--- src/rtl/ftbd_pkg.sv ---
`default_nettype none

package ftbd_pkg;

  // Crossing levels around the 128 midpoint.
  localparam logic [7:0] RISE_LEVEL = 8'd138;
  localparam logic [7:0] FALL_LEVEL = 8'd118;
  localparam logic [7:0] SAMPLE_MID = 8'd128;

  // Configuration register indexes.
  localparam logic [1:0] REG_LONG_HALF   = 2'd0;
  localparam logic [1:0] REG_SYNC_VALUE  = 2'd1;
  localparam logic [1:0] REG_CARRIER_RUN = 2'd2;

  // Configuration reset values.
  localparam logic [7:0] LONG_HALF_RST   = 8'd12;
  localparam logic [7:0] SYNC_VALUE_RST  = 8'h2A;
  localparam logic [4:0] CARRIER_RUN_RST = 5'd16;

  // Framer slots: idle, eight data slots, then the stop slot.
  localparam logic [3:0] FR_IDLE = 4'd0;
  localparam logic [3:0] FR_STOP = 4'd9;

  // Byte event reported with each bit.
  typedef enum logic [1:0] {
    FS_NONE      = 2'd0,
    FS_GOOD      = 2'd1,
    FS_BAD_START = 2'd2,
    FS_BAD_STOP  = 2'd3
  } frame_status_e;

  // Settings used by the framer and carrier detector.
  typedef struct packed {
    logic [7:0] sync_value;
    logic [4:0] carrier_run;
  } back_cfg_t;

  // Bit queue status.
  typedef struct packed {
    logic full;
    logic empty;
  } q_stat_t;

endpackage

`default_nettype wire

--- src/rtl/ftbd_front.sv ---
`default_nettype none

module ftbd_front
  import ftbd_pkg::*;
(
  input  wire logic       clk_i,
  input  wire logic       rst_ni,
  input  wire logic       accept_i,
  input  wire logic [7:0] sample_i,
  input  wire logic [7:0] long_half_i,
  output logic            bit_push_o,
  output logic            bit_value_o
);

  typedef enum logic [2:0] {
    PH_SEEK      = 3'd0,
    PH_COUNT     = 3'd1,
    PH_ZERO_RISE = 3'd2,
    PH_ONE_FALL  = 3'd3,
    PH_ONE_RISE  = 3'd4
  } phase_e;

  phase_e     phase_q, phase_d;
  logic [7:0] prev_q;
  logic       have_prev_q;
  logic [7:0] count_q, count_d;
  logic [7:0] count_inc;
  logic       rise, fall;

  // Crossing detection against the previous sample.
  assign rise = have_prev_q && (prev_q <= RISE_LEVEL) && (sample_i > RISE_LEVEL);
  assign fall = have_prev_q && (prev_q >= FALL_LEVEL) && (sample_i < FALL_LEVEL);

  // The half-cycle count saturates at its top value.
  assign count_inc = (count_q == 8'hFF) ? count_q : count_q + 8'd1;

  // Half-cycle classification and bit completion.
  always_comb begin
    phase_d     = phase_q;
    count_d     = count_q;
    bit_push_o  = 1'b0;
    bit_value_o = 1'b0;
    unique case (phase_q)
      PH_COUNT: begin
        count_d = count_inc;
        if (fall) begin
          phase_d = (count_inc > long_half_i) ? PH_ZERO_RISE : PH_ONE_FALL;
        end
      end
      PH_ZERO_RISE: begin
        if (rise) begin
          bit_push_o  = accept_i;
          bit_value_o = 1'b0;
          phase_d     = PH_COUNT;
          count_d     = 8'd0;
        end
      end
      PH_ONE_FALL: begin
        if (fall) begin
          phase_d = PH_ONE_RISE;
        end
      end
      PH_ONE_RISE: begin
        if (rise) begin
          bit_push_o  = accept_i;
          bit_value_o = 1'b1;
          phase_d     = PH_COUNT;
          count_d     = 8'd0;
        end
      end
      default: begin
        phase_d = PH_SEEK;
        if (rise) begin
          phase_d = PH_COUNT;
          count_d = 8'd0;
        end
      end
    endcase
  end

  // State advances only on an accepted sample.
  always_ff @(posedge clk_i or negedge rst_ni) begin
    if (!rst_ni) begin
      phase_q     <= PH_SEEK;
      prev_q      <= SAMPLE_MID;
      have_prev_q <= 1'b0;
      count_q     <= 8'd0;
    end else if (accept_i) begin
      phase_q     <= phase_d;
      prev_q      <= sample_i;
      have_prev_q <= 1'b1;
      count_q     <= count_d;
    end
  end

endmodule

`default_nettype wire

--- src/rtl/ftbd_queue.sv ---
`default_nettype none

module ftbd_queue
  import ftbd_pkg::*;
#(
  parameter int unsigned Depth = 2
) (
  input  wire logic clk_i,
  input  wire logic rst_ni,
  input  wire logic push_i,
  input  wire logic push_bit_i,
  input  wire logic pop_i,
  output logic      pop_bit_o,
  output q_stat_t   stat_o
);

  localparam int unsigned PtrW = (Depth > 1) ? $clog2(Depth) : 1;
  localparam int unsigned CntW = $clog2(Depth + 1);

  logic [Depth-1:0] mem_q;
  logic [PtrW-1:0]  wr_ptr_q, rd_ptr_q;
  logic [CntW-1:0]  count_q;

  assign stat_o.full  = (count_q == CntW'(Depth));
  assign stat_o.empty = (count_q == '0);
  assign pop_bit_o    = mem_q[rd_ptr_q];

  // Bit storage.
  always_ff @(posedge clk_i) begin
    if (push_i) begin
      mem_q[wr_ptr_q] <= push_bit_i;
    end
  end

  // Pointers and fill count.
  always_ff @(posedge clk_i or negedge rst_ni) begin
    if (!rst_ni) begin
      wr_ptr_q <= '0;
      rd_ptr_q <= '0;
      count_q  <= '0;
    end else begin
      if (push_i) begin
        wr_ptr_q <= (wr_ptr_q == PtrW'(Depth - 1)) ? '0 : wr_ptr_q + PtrW'(1);
      end
      if (pop_i) begin
        rd_ptr_q <= (rd_ptr_q == PtrW'(Depth - 1)) ? '0 : rd_ptr_q + PtrW'(1);
      end
      if (push_i && !pop_i) begin
        count_q <= count_q + CntW'(1);
      end else if (pop_i && !push_i) begin
        count_q <= count_q - CntW'(1);
      end
    end
  end

endmodule

`default_nettype wire

--- src/rtl/ftbd_back.sv ---
`default_nettype none

module ftbd_back
  import ftbd_pkg::*;
(
  input  wire logic       clk_i,
  input  wire logic       rst_ni,
  input  wire back_cfg_t  cfg_i,
  input  wire logic       q_empty_i,
  input  wire logic       q_bit_i,
  output logic            q_pop_o,
  output logic            out_valid_o,
  input  wire logic       out_stall_i,
  output logic            bit_value_o,
  output frame_status_e   frame_status_o,
  output logic [7:0]      byte_value_o,
  output logic            carrier_found_o,
  output logic            sync_match_o
);

  logic [3:0]    pos_q, pos_d;
  logic [7:0]    shift_q, shift_d;
  logic [4:0]    run_q, run_d;
  frame_status_e status_d;
  logic [7:0]    byte_d;
  logic          sync_d;
  logic          out_valid_q;

  // Take a bit whenever the result register is free or being emptied.
  assign q_pop_o     = !q_empty_i && (!out_valid_q || !out_stall_i);
  assign out_valid_o = out_valid_q;

  // Framer and carrier run for the bit at the head of the queue.
  always_comb begin
    pos_d    = pos_q;
    shift_d  = shift_q;
    status_d = FS_NONE;
    byte_d   = 8'd0;
    sync_d   = 1'b0;
    if (pos_q == FR_IDLE) begin
      if (!q_bit_i) begin
        pos_d   = 4'd1;
        shift_d = 8'd0;
      end else begin
        status_d = FS_BAD_START;
      end
    end else if (pos_q < FR_STOP) begin
      // Data arrives LSB first, so shift in from the top.
      shift_d = {q_bit_i, shift_q[7:1]};
      pos_d   = pos_q + 4'd1;
    end else begin
      if (q_bit_i) begin
        status_d = FS_GOOD;
        byte_d   = shift_q;
        sync_d   = (shift_q == cfg_i.sync_value);
      end else begin
        status_d = FS_BAD_STOP;
      end
      pos_d = FR_IDLE;
    end

    // A run at or past a lowered limit is clamped to it.
    if (q_bit_i) begin
      run_d = (run_q >= cfg_i.carrier_run) ? cfg_i.carrier_run : run_q + 5'd1;
    end else begin
      run_d = 5'd0;
    end
  end

  // Framer state.
  always_ff @(posedge clk_i or negedge rst_ni) begin
    if (!rst_ni) begin
      pos_q       <= FR_IDLE;
      shift_q     <= 8'd0;
      run_q       <= 5'd0;
      out_valid_q <= 1'b0;
    end else begin
      if (q_pop_o) begin
        pos_q   <= pos_d;
        shift_q <= shift_d;
        run_q   <= run_d;
      end
      if (q_pop_o) begin
        out_valid_q <= 1'b1;
      end else if (!out_stall_i) begin
        out_valid_q <= 1'b0;
      end
    end
  end

  // Result register.
  always_ff @(posedge clk_i) begin
    if (q_pop_o) begin
      bit_value_o     <= q_bit_i;
      frame_status_o  <= status_d;
      byte_value_o    <= byte_d;
      carrier_found_o <= (run_d >= cfg_i.carrier_run);
      sync_match_o    <= sync_d;
    end
  end

endmodule

`default_nettype wire

--- src/rtl/fsk_tape_bit_byte_decoder_unit.sv ---
// Path: a bit completed by an accepted sample is written into the bit queue at the edge
// that accepts it, then popped into the result register and shown on out_valid_o.
// Throughput: one sample per cycle while the bit queue has room; at most one result
// per sample.
// Reset: rst_ni clears all control state and restores the configuration registers to
// their defaults at once; there is no clearing pass.
`default_nettype none

module fsk_tape_bit_byte_decoder_unit
  import ftbd_pkg::*;
#(
  parameter int unsigned QueueDepth = 2
) (
  input  wire logic       clk_i,
  input  wire logic       rst_ni,
  input  wire logic       sample_valid_i,
  output logic            sample_stall_o,
  input  wire logic [7:0] sample_i,
  output logic            out_valid_o,
  input  wire logic       out_stall_i,
  output logic            bit_value_o,
  output logic [1:0]      frame_status_o,
  output logic [7:0]      byte_value_o,
  output logic            carrier_found_o,
  output logic            sync_match_o,
  input  wire logic       cfg_valid_i,
  output logic            cfg_ready_o,
  input  wire logic [1:0] cfg_index_i,
  input  wire logic [7:0] cfg_data_i
);

  logic          sample_accept;
  logic [7:0]    long_half_q;
  back_cfg_t     back_cfg_q;
  logic          push, push_bit, pop, pop_bit;
  q_stat_t       q_stat;
  frame_status_e status;

  // Samples are taken whenever the bit queue has room.
  assign sample_stall_o = q_stat.full;
  assign sample_accept  = sample_valid_i && !sample_stall_o;
  assign cfg_ready_o    = 1'b1;
  assign frame_status_o = status;

  // Configuration registers.
  always_ff @(posedge clk_i or negedge rst_ni) begin
    if (!rst_ni) begin
      long_half_q            <= LONG_HALF_RST;
      back_cfg_q.sync_value  <= SYNC_VALUE_RST;
      back_cfg_q.carrier_run <= CARRIER_RUN_RST;
    end else if (cfg_valid_i && cfg_ready_o) begin
      unique case (cfg_index_i)
        REG_LONG_HALF:   long_half_q            <= cfg_data_i;
        REG_SYNC_VALUE:  back_cfg_q.sync_value  <= cfg_data_i;
        REG_CARRIER_RUN: back_cfg_q.carrier_run <= cfg_data_i[4:0];
        default: ;
      endcase
    end
  end

  ftbd_front u_front (
    .clk_i       (clk_i),
    .rst_ni      (rst_ni),
    .accept_i    (sample_accept),
    .sample_i    (sample_i),
    .long_half_i (long_half_q),
    .bit_push_o  (push),
    .bit_value_o (push_bit)
  );

  ftbd_queue #(
    .Depth (QueueDepth)
  ) u_queue (
    .clk_i      (clk_i),
    .rst_ni     (rst_ni),
    .push_i     (push),
    .push_bit_i (push_bit),
    .pop_i      (pop),
    .pop_bit_o  (pop_bit),
    .stat_o     (q_stat)
  );

  ftbd_back u_back (
    .clk_i           (clk_i),
    .rst_ni          (rst_ni),
    .cfg_i           (back_cfg_q),
    .q_empty_i       (q_stat.empty),
    .q_bit_i         (pop_bit),
    .q_pop_o         (pop),
    .out_valid_o     (out_valid_o),
    .out_stall_i     (out_stall_i),
    .bit_value_o     (bit_value_o),
    .frame_status_o  (status),
    .byte_value_o    (byte_value_o),
    .carrier_found_o (carrier_found_o),
    .sync_match_o    (sync_match_o)
  );

  // The front end never pushes into a full queue.
  assert property (@(posedge clk_i) disable iff (!rst_ni) !(push && q_stat.full))
    else $error("bit pushed into a full queue");

  // A sync match only comes with a good byte.
  assert property (@(posedge clk_i) disable iff (!rst_ni)
      out_valid_o && sync_match_o |-> status == FS_GOOD)
    else $error("sync match without a good byte");

  // A bad start is always a one bit, a bad stop always a zero bit.
  assert property (@(posedge clk_i) disable iff (!rst_ni)
      out_valid_o && status == FS_BAD_START |-> bit_value_o)
    else $error("bad start reported on a zero bit");

  assert property (@(posedge clk_i) disable iff (!rst_ni)
      out_valid_o && status == FS_BAD_STOP |-> !bit_value_o)
    else $error("bad stop reported on a one bit");

  // A good byte completes on the stop bit, which is a one.
  assert property (@(posedge clk_i) disable iff (!rst_ni)
      out_valid_o && status == FS_GOOD |-> bit_value_o)
    else $error("good byte reported on a zero bit");

endmodule

`default_nettype wire

--- config.mk ---
export PLATFORM = sky130hd
export DESIGN_NAME = fsk_tape_bit_byte_decoder_unit
export DESIGN_NICKNAME = d
export VERILOG_FILES = /design/src/rtl/ftbd_pkg.sv /design/src/rtl/ftbd_front.sv /design/src/rtl/ftbd_queue.sv /design/src/rtl/ftbd_back.sv /design/src/rtl/fsk_tape_bit_byte_decoder_unit.sv
export SDC_FILE = /design/constraint.sdc
export NUM_CORES = 1
export LEC_CHECK = 0
export BUFFER_PORTS_ARGS = -buffer_cell sky130_fd_sc_hd__buf_2
export CORE_MARGIN = 2
export CORE_UTILIZATION = 54
export DETAILED_ROUTE_END_ITERATION = 7
export GPL_ROUTABILITY_DRIVEN = 0
export GPL_TIMING_DRIVEN = 0
export PLACE_DENSITY = 0.77
export SLEW_MARGIN = 20
export SYNTH_ARGS = -nofsm -noshare
export SYNTH_HDL_FRONTEND = slang
export SYNTH_HIERARCHICAL = 1
export SYNTH_SLANG_ARGS = --single-unit
--- constraint.sdc ---
create_clock -name clk_i -period 2.9 [get_ports clk_i]
set_clock_uncertainty 0.15 [all_clocks]
set_input_delay 0.29 -clock clk_i [delete_from_list [all_inputs] [get_ports clk_i]]
set_output_delay 0.29 -clock clk_i [all_outputs]
set_load 0.1 [all_outputs]
== Word level (Yosys, flattened, before mapping) ==
Index checks and enable logic that the tools add are counted.

* Reductions and logical operators: 32
* Add/sub/neg operators: 7
* Magnitude comparators: 11
* Mux-type cells: 36
* Bitwise logic cells: 2
* Equal/unequal tests: 14

{| class="wikitable"
|+ Operators by type and width
! cell !! count
|-
| 8-bit two-way mux || 5
|-
| 8-bit one-hot mux with 2 select lines || 1
|-
| 1-bit two-way mux || 13
|-
| 2-bit two-way mux || 6
|-
| 4-bit two-way mux || 3
|-
| 5-bit greater-or-equal comparator || 2
|-
| 5-bit two-way mux || 2
|-
| 2-bit AND reduction || 5
|-
| 1-bit logical AND || 9
|-
| 3-bit two-way mux || 3
|-
| 3-bit one-hot mux with 3 select lines || 1
|-
| 8-bit by 1-bit adder with 8-bit output (second input constant) || 1
|-
| 8-bit equality test || 1
|-
| 8-bit equality test (second input constant) || 1
|-
| 8-bit by 7-bit greater-or-equal comparator with 1-bit output (second input constant) || 1
|-
| 8-bit greater-than comparator || 1
|-
| 8-bit greater-than comparator (second input constant) || 1
|-
| 8-bit <= comparator (second input constant) || 1
|-
| 8-bit by 7-bit less-than comparator with 1-bit output (second input constant) || 1
|-
| 2-bit by 1-bit != test with 1-bit output (second input constant) || 4
|-
| 3-bit by 2-bit equality test with 1-bit output (second input constant) || 2
|-
| 1-bit logical NOT || 6
|-
| 2-bit nonzero test || 3
|-
| 5-bit by 1-bit adder with 5-bit output (second input constant) || 1
|-
| other kinds (22) || 28
|}

* Output and inout bits: 16
* Bits in registers: 78

== Logic depth before layout (Yosys ltp) ==
* Word-level depth: 9
* Depth in mapped cells: 13
* Depth with buffers taken out: 13

== By module ==
Netlist, hierarchy kept.

{| class="wikitable"
|+ By module, submodules not included
! module !! cells an instance !! seq. area each (um^2) !! area each (um^2) !! times used
|-
| ftbd_back || 154 || 840.8 || 1707.9 || 1
|-
| ftbd_front || 148 || 501.7 || 1381.3 || 1
|-
| fsk_tape_bit_byte_decoder_unit || 48 || 533.0 || 824.5 || 1
|-
| ftbd_queue || 19 || 160.2 || 260.2 || 1
|}

== Worst setup path before layout ==
Ideal clock, no wire load.

* Kind: register to register
* Start: register u_back.run_q[2]
* End: register u_back.carrier_found_o, data pin
* Slack: 0.185 ns
* Arrival: 2.305 ns
* Setup time: 0.261 ns
* Required time: 2.489 ns
* Cell stages (with the launch flop): 13
* Path buffers: 0
* Cell sequence: dfrtp_1 -> ha_1 -> a211oi_2 -> o21ai_1 -> a21oi_2 -> mux2_2 -> nand2_1 -> ha_1 -> nand2b_1 -> a21oi_1 -> nor2b_1 -> o21ai_0 -> a21oi_1

* Word-level cells in the longest chain between the ends: 4

{| class="wikitable"
|+ RTL lines
! element !! line !! text
|-
| start, declared || ftbd_back.sv:23 || <nowiki>logic [4:0] run_q, run_d;</nowiki>
|-
| start signal, assigned || ftbd_back.sv:81 || <nowiki>run_q <= run_d;</nowiki>
|-
| 5-bit by 1-bit adder with 5-bit output or 5-bit greater-or-equal comparator (tied branches) || ftbd_back.sv:64 || <nowiki>run_d = (run_q >= cfg_i.carrier_run) ? cfg_i.carrier_run : run_q + 5'd1;</nowiki>
|-
| 5-bit two-way mux * || ftbd_back.sv:64 ||
|-
| 5-bit two-way mux * || ftbd_back.sv:63 || <nowiki>if (q_bit_i) begin</nowiki>
|-
| 5-bit greater-or-equal comparator * || ftbd_back.sv:97 || <nowiki>carrier_found_o <= (run_d >= cfg_i.carrier_run);</nowiki>
|-
| end signal, assigned || ftbd_back.sv:97 ||
|-
| end, declared || ftbd_back.sv:17 || <nowiki>output logic carrier_found_o,</nowiki>
|}

Every way passes the cells marked *; elsewhere a longest branch is shown, timed or not.
A chain may end at the register's enable or synchronous reset.

== Worst setup path after layout ==
* Start: register back_cfg_q[4] (netlist bit)
* End: register u_back.carrier_found_o, data pin

* Word-level cells in the longest chain between the ends: 4

{| class="wikitable"
|+ RTL lines
! element !! line !! text
|-
| start, declared || fsk_tape_bit_byte_decoder_unit.sv:34 || <nowiki>back_cfg_t back_cfg_q;</nowiki>
|-
| 5-bit greater-or-equal comparator || ftbd_back.sv:64 ||
|-
| 5-bit two-way mux || ftbd_back.sv:64 ||
|-
| 5-bit two-way mux || ftbd_back.sv:63 ||
|-
| net u_back.run_d[1] || ftbd_back.sv:23 ||
|-
| 5-bit greater-or-equal comparator || ftbd_back.sv:97 ||
|}

The timed path passes the listed nets, and every way through them passes these cells.

==> impl_metrics.py <==
metrics = {
    "power": {
        "peakVddDrop_mv": 0.535,
        "p_sw_uw": 2260,
        "power_frac_comb": 0.478,
        "clockPowerShare": 0.155,
        "sw_frac_of_total": 0.452,
        "power.leakage_uw": 0.00215,
        "power_density_nw_per_um2": 1040,
        "seqPwrFrac": 0.368,
        "intPower_uw": 2730,
    },
    "floorplanning": {
        "rows": 32,
        "ios": 39,
        "die-width_um": 91.9,
        "dieArea_um2": 8450,
        "core_region_area_um2": 7610,
        "die_h_um": 91.9,
        "start_util": 0.549,
    },
    "routing": {
        "drc": 0,
        "drtIter0Drc": 131,
        "num_vias": 2957,
        "postRouteAntennaNets": 0,
        "wl_um": 7670,
        "vias_per_cell": 5.57,
        "wire_per_inst_um": 14.4,
        "drt-pass1-iter-count": 4,
    },
    "min_path": {
        "min-delay-start": "cfg_data_i[7]",
        "holdPathStages": 2,
        "hold_path.class": "in2reg",
        "hold_end": "back_cfg_q[12]$_DFFE_PN0P_",
    },
    "global_route": {
        "antenna_found_initial": 0,
        "grt_max_degree": 64,
        "grt-ovfl-total": 0,
        "grt_pass1_vias": 2762,
        "grt_usage": 0.192,
        "grt_pass1_wl_um": 12800,
    },
    "logic_synthesis": {
        "async_flop_share": 0.808,
        "yosysWarnings": 6,
        "ys_seq_area_frac": 0.488,
        "yosys.area.top_type_share": 0.336,
        "synth_area_per_cell_um2": 11.3,
        "synthFlopType": "dfrtp_1",
        "synthTopCellsByCount": "56 x dfrtp_1, 31 x mux2_2, 26 x nand2_1",
        "syn_nets": 415,
        "syn_area_um2": 4170,
        "yosys.cell_count.top_type": "dfrtp_1",
        "ys_seq_elements": 78,
        "synth_cells": 369,
        "synth.distinct_cells": 67,
        "ys_top_cells_by_area": "dfrtp_1 34%, edfxtp_1 11%, mux2_2 8.4%, ha_1 6.9%, dfstp_2 4.4%",
        "synth_top_area_cell": "dfrtp_1",
        "synth_edf_count": 15,
    },
    "placement": {
        "place_inst": 508,
        "dp_slack_ps": -42.7,
        "place_area_um2": 4490,
        "port_buffers": 37,
        "hpwlAfterDp_um": 5390,
    },
    "sta": {
        "finalHoldViolCount": 0,
        "holdWs_ps": 31.9,
        "fin_crit_sh": 0.962,
        "fin_setup_tns_ps": 0,
        "drv_slew": 0,
        "post-route-min-period_ps": 2790,
        "worst_slew_pin_slew_ps": 794,
        "max_freq_mhz": 358,
        "layout_setup_ws_ps": 110,
        "setup_violations": 0,
        "slew_headroom": 0.471,
    },
    "worst_setup_path": {
        "rr_worst_depth": 12,
        "rr_endpoint": "u_back/carrier_found_o$_DFFE_PP_",
        "critPathArrivalTime_ps": 2740,
        "crit_path_end_kind": "flip-flop",
        "worst_setup_path_start_kind": "flip-flop",
        "timing.rr.start": "back_cfg_q[4]$_DFFE_PN1P_",
        "crit_fanout": 3,
        "crit_required_ps": 2850,
        "crit_type": "reg2reg",
        "reg2reg_slack_ps": 110,
    },
    "clocking": {
        "cts_made_buffers": 9,
        "clk_pin_slew_worst_paths_ps": 100,
        "cts_max_level": 3,
        "clk_latency_ps": 350,
        "cts_tree": "built",
        "cts.sinks": 78,
        "clock_path_buffers": 2,
        "cts_root_buf": "clkbuf_8",
    },
    "layout": {
        "fin_nets": 470,
        "syn_to_final_growth_pct": 14.5,
        "antennaDiodeCount": 0,
        "fillers": 624,
        "drive_above_1_share": 0.308,
        "final_area_um2": 4780,
        "fin_cells": 531,
    },
    "outcome": {
        "outcome": "finished, final reports clean",
    },
    "job": {
        "cap_violations": 0,
    },
}
[layout by cell type, fill, tap and decap left out, types with 4 or more instances in the layout]
master / synthesis / layout
edfxtp_1: 15 / 15
nand2b_1: 4 / 4
a21oi_1: 19 / 17
nor2_1: 18 / 17
nor2b_1: 9 / 9
nand2_1: 26 / 25
nand3_1: 7 / 7
o21ai_1: 5 / 6
nand4_1: 6 / 6
o21ai_0: 10 / 9
mux2_2: 31 / 30
buf_2: 4 / 40
ha_1: 23 / 21
and3_1: 11 / 11
dfstp_2: 7 / 7
xnor2_1: 13 / 13
buf_4: 4 / 10
and2_1: 6 / 6
dfrtp_1: 56 / 54
clkbuf_8: 0 / 9
a22o_1: 12 / 12
inv_1: 20 / 19
xor2_1: 5 / 5
[metrics by stage]
| stage | utilization | total power, uW |
|---|---|---|
| final | 0.628 | 4990 |
| after global routing | 0.628 | 5340 |
| after CTS | 0.620 | 4960 |
| after detailed placement | 0.590 | 4150 |
| after global placement | 0.590 | 4080 |
| after floorplan | - | 3710 |
[what timing repair did]
item | 4_1_cts | 5_1_grt
resized for setup | 3 | 8
buffers inserted | 2 | 3
hold buffers | 2 | 0
setup endpoints to repair | 1 | 2
endpoints found under the hold margin | 57 | 0
pin swaps | 1 | 1
[power by group through the flow]
stage	registers, uW	clock network (uW)	logic [uW]
2_1_floorplan	2340	0	1360
3_3_place_gp	1840	0	2230
3_5_place_dp	1860	0	2290
4_1_cts	1840	801	2330
5_1_grt	1890	845	2600
6_report	1830	772	2380
[how the worst max path moves through the flow]
| stage | from | end | slack, ps | cells after the start |
|---|---|---|---|---|
| after detailed placement | back_cfg_q[2]$_DFFE_PN0P_ | u_back/carrier_found_o$_DFFE_PP_ | -40 | 13 |
| after floorplan | u_back/run_q[2]$_DFFE_PN0P_ | u_back/carrier_found_o$_DFFE_PP_ | 180 | 12 |
| final | back_cfg_q[4]$_DFFE_PN1P_ | u_back/carrier_found_o$_DFFE_PP_ | 110 | 12 |
| after global placement | u_back/run_q[2]$_DFFE_PN0P_ | u_back/carrier_found_o$_DFFE_PP_ | 10 | 12 |
| after global routing | back_cfg_q[4]$_DFFE_PN1P_ | u_back/carrier_found_o$_DFFE_PP_ | -10 | 12 |
| after CTS | u_front/count_q[0]$_DFFE_PN0P_ | u_front/phase_q[0]$_DFFE_PN0P_ | 10 | 10 |
[area by class of cell]
cell class / instances / area, um^2 / area share
Sequential cell: 78 / 2040 / 0.426
Multi-Input combinational cell: 260 / 2040 / 0.426
Timing Repair Buffer: 44 / 245 / 0.0513
Tap cell: 102 / 128 / 0.0267
Clock buffer: 9 / 124 / 0.0259
Inverter: 20 / 75.1 / 0.0157
Buffer: 11 / 68.8 / 0.0144
Clock inverter: 7 / 66.3 / 0.0139
[worst max-delay path, cell delays in order, from the launching register on]
cell and delay [ps]:
dfstp_2 570, inv_1 70, ha_1 270, o21a_1 130, a21oi_2 70, buf_4 140
or3_2 420, nand2_1 90, ha_1 240, a21oi_2 130, nor2b_1 60, o21ai_1 130
a21oi_1 80
[state kept, by name, summed over array words and instances (netlist names), 2 cells and up]
| register | cells |
|---|---|
| u_back/byte_value_o | 8 |
| u_back/pos_q | 4 |
| u_front/count_q | 8 |
| u_back/shift_q | 8 |
| u_queue/count_q | 2 |
| u_queue/mem_q | 2 |
| u_front/prev_q | 8 |
| u_back/run_q | 5 |
| long_half_q | 8 |
| u_back/frame_status_o | 2 |
| u_front/phase_q | 3 |
| back_cfg_q | 13 |
[cells by family after synthesis]
group,count (synthesis),share of synthesized area
buf+inv,31,0.0345
compound gates,72,0.119
other cells,1,0.000898
fa+ha+maj,23,0.0689
mux,34,0.0920
simple gates,112,0.159
flops,78,0.488
xor+xnor,18,0.0378
[per-layer routing]
metal  up-vias  part of all wire  GRT usage
met5         -                 0          0
met4         0             0.013     0.0622
met3        12             0.045     0.0427
met2        58              0.50      0.318
met1      1434              0.44      0.252
li1       1453                 -          -
Note: power is estimated with default switching activity, not from simulation.
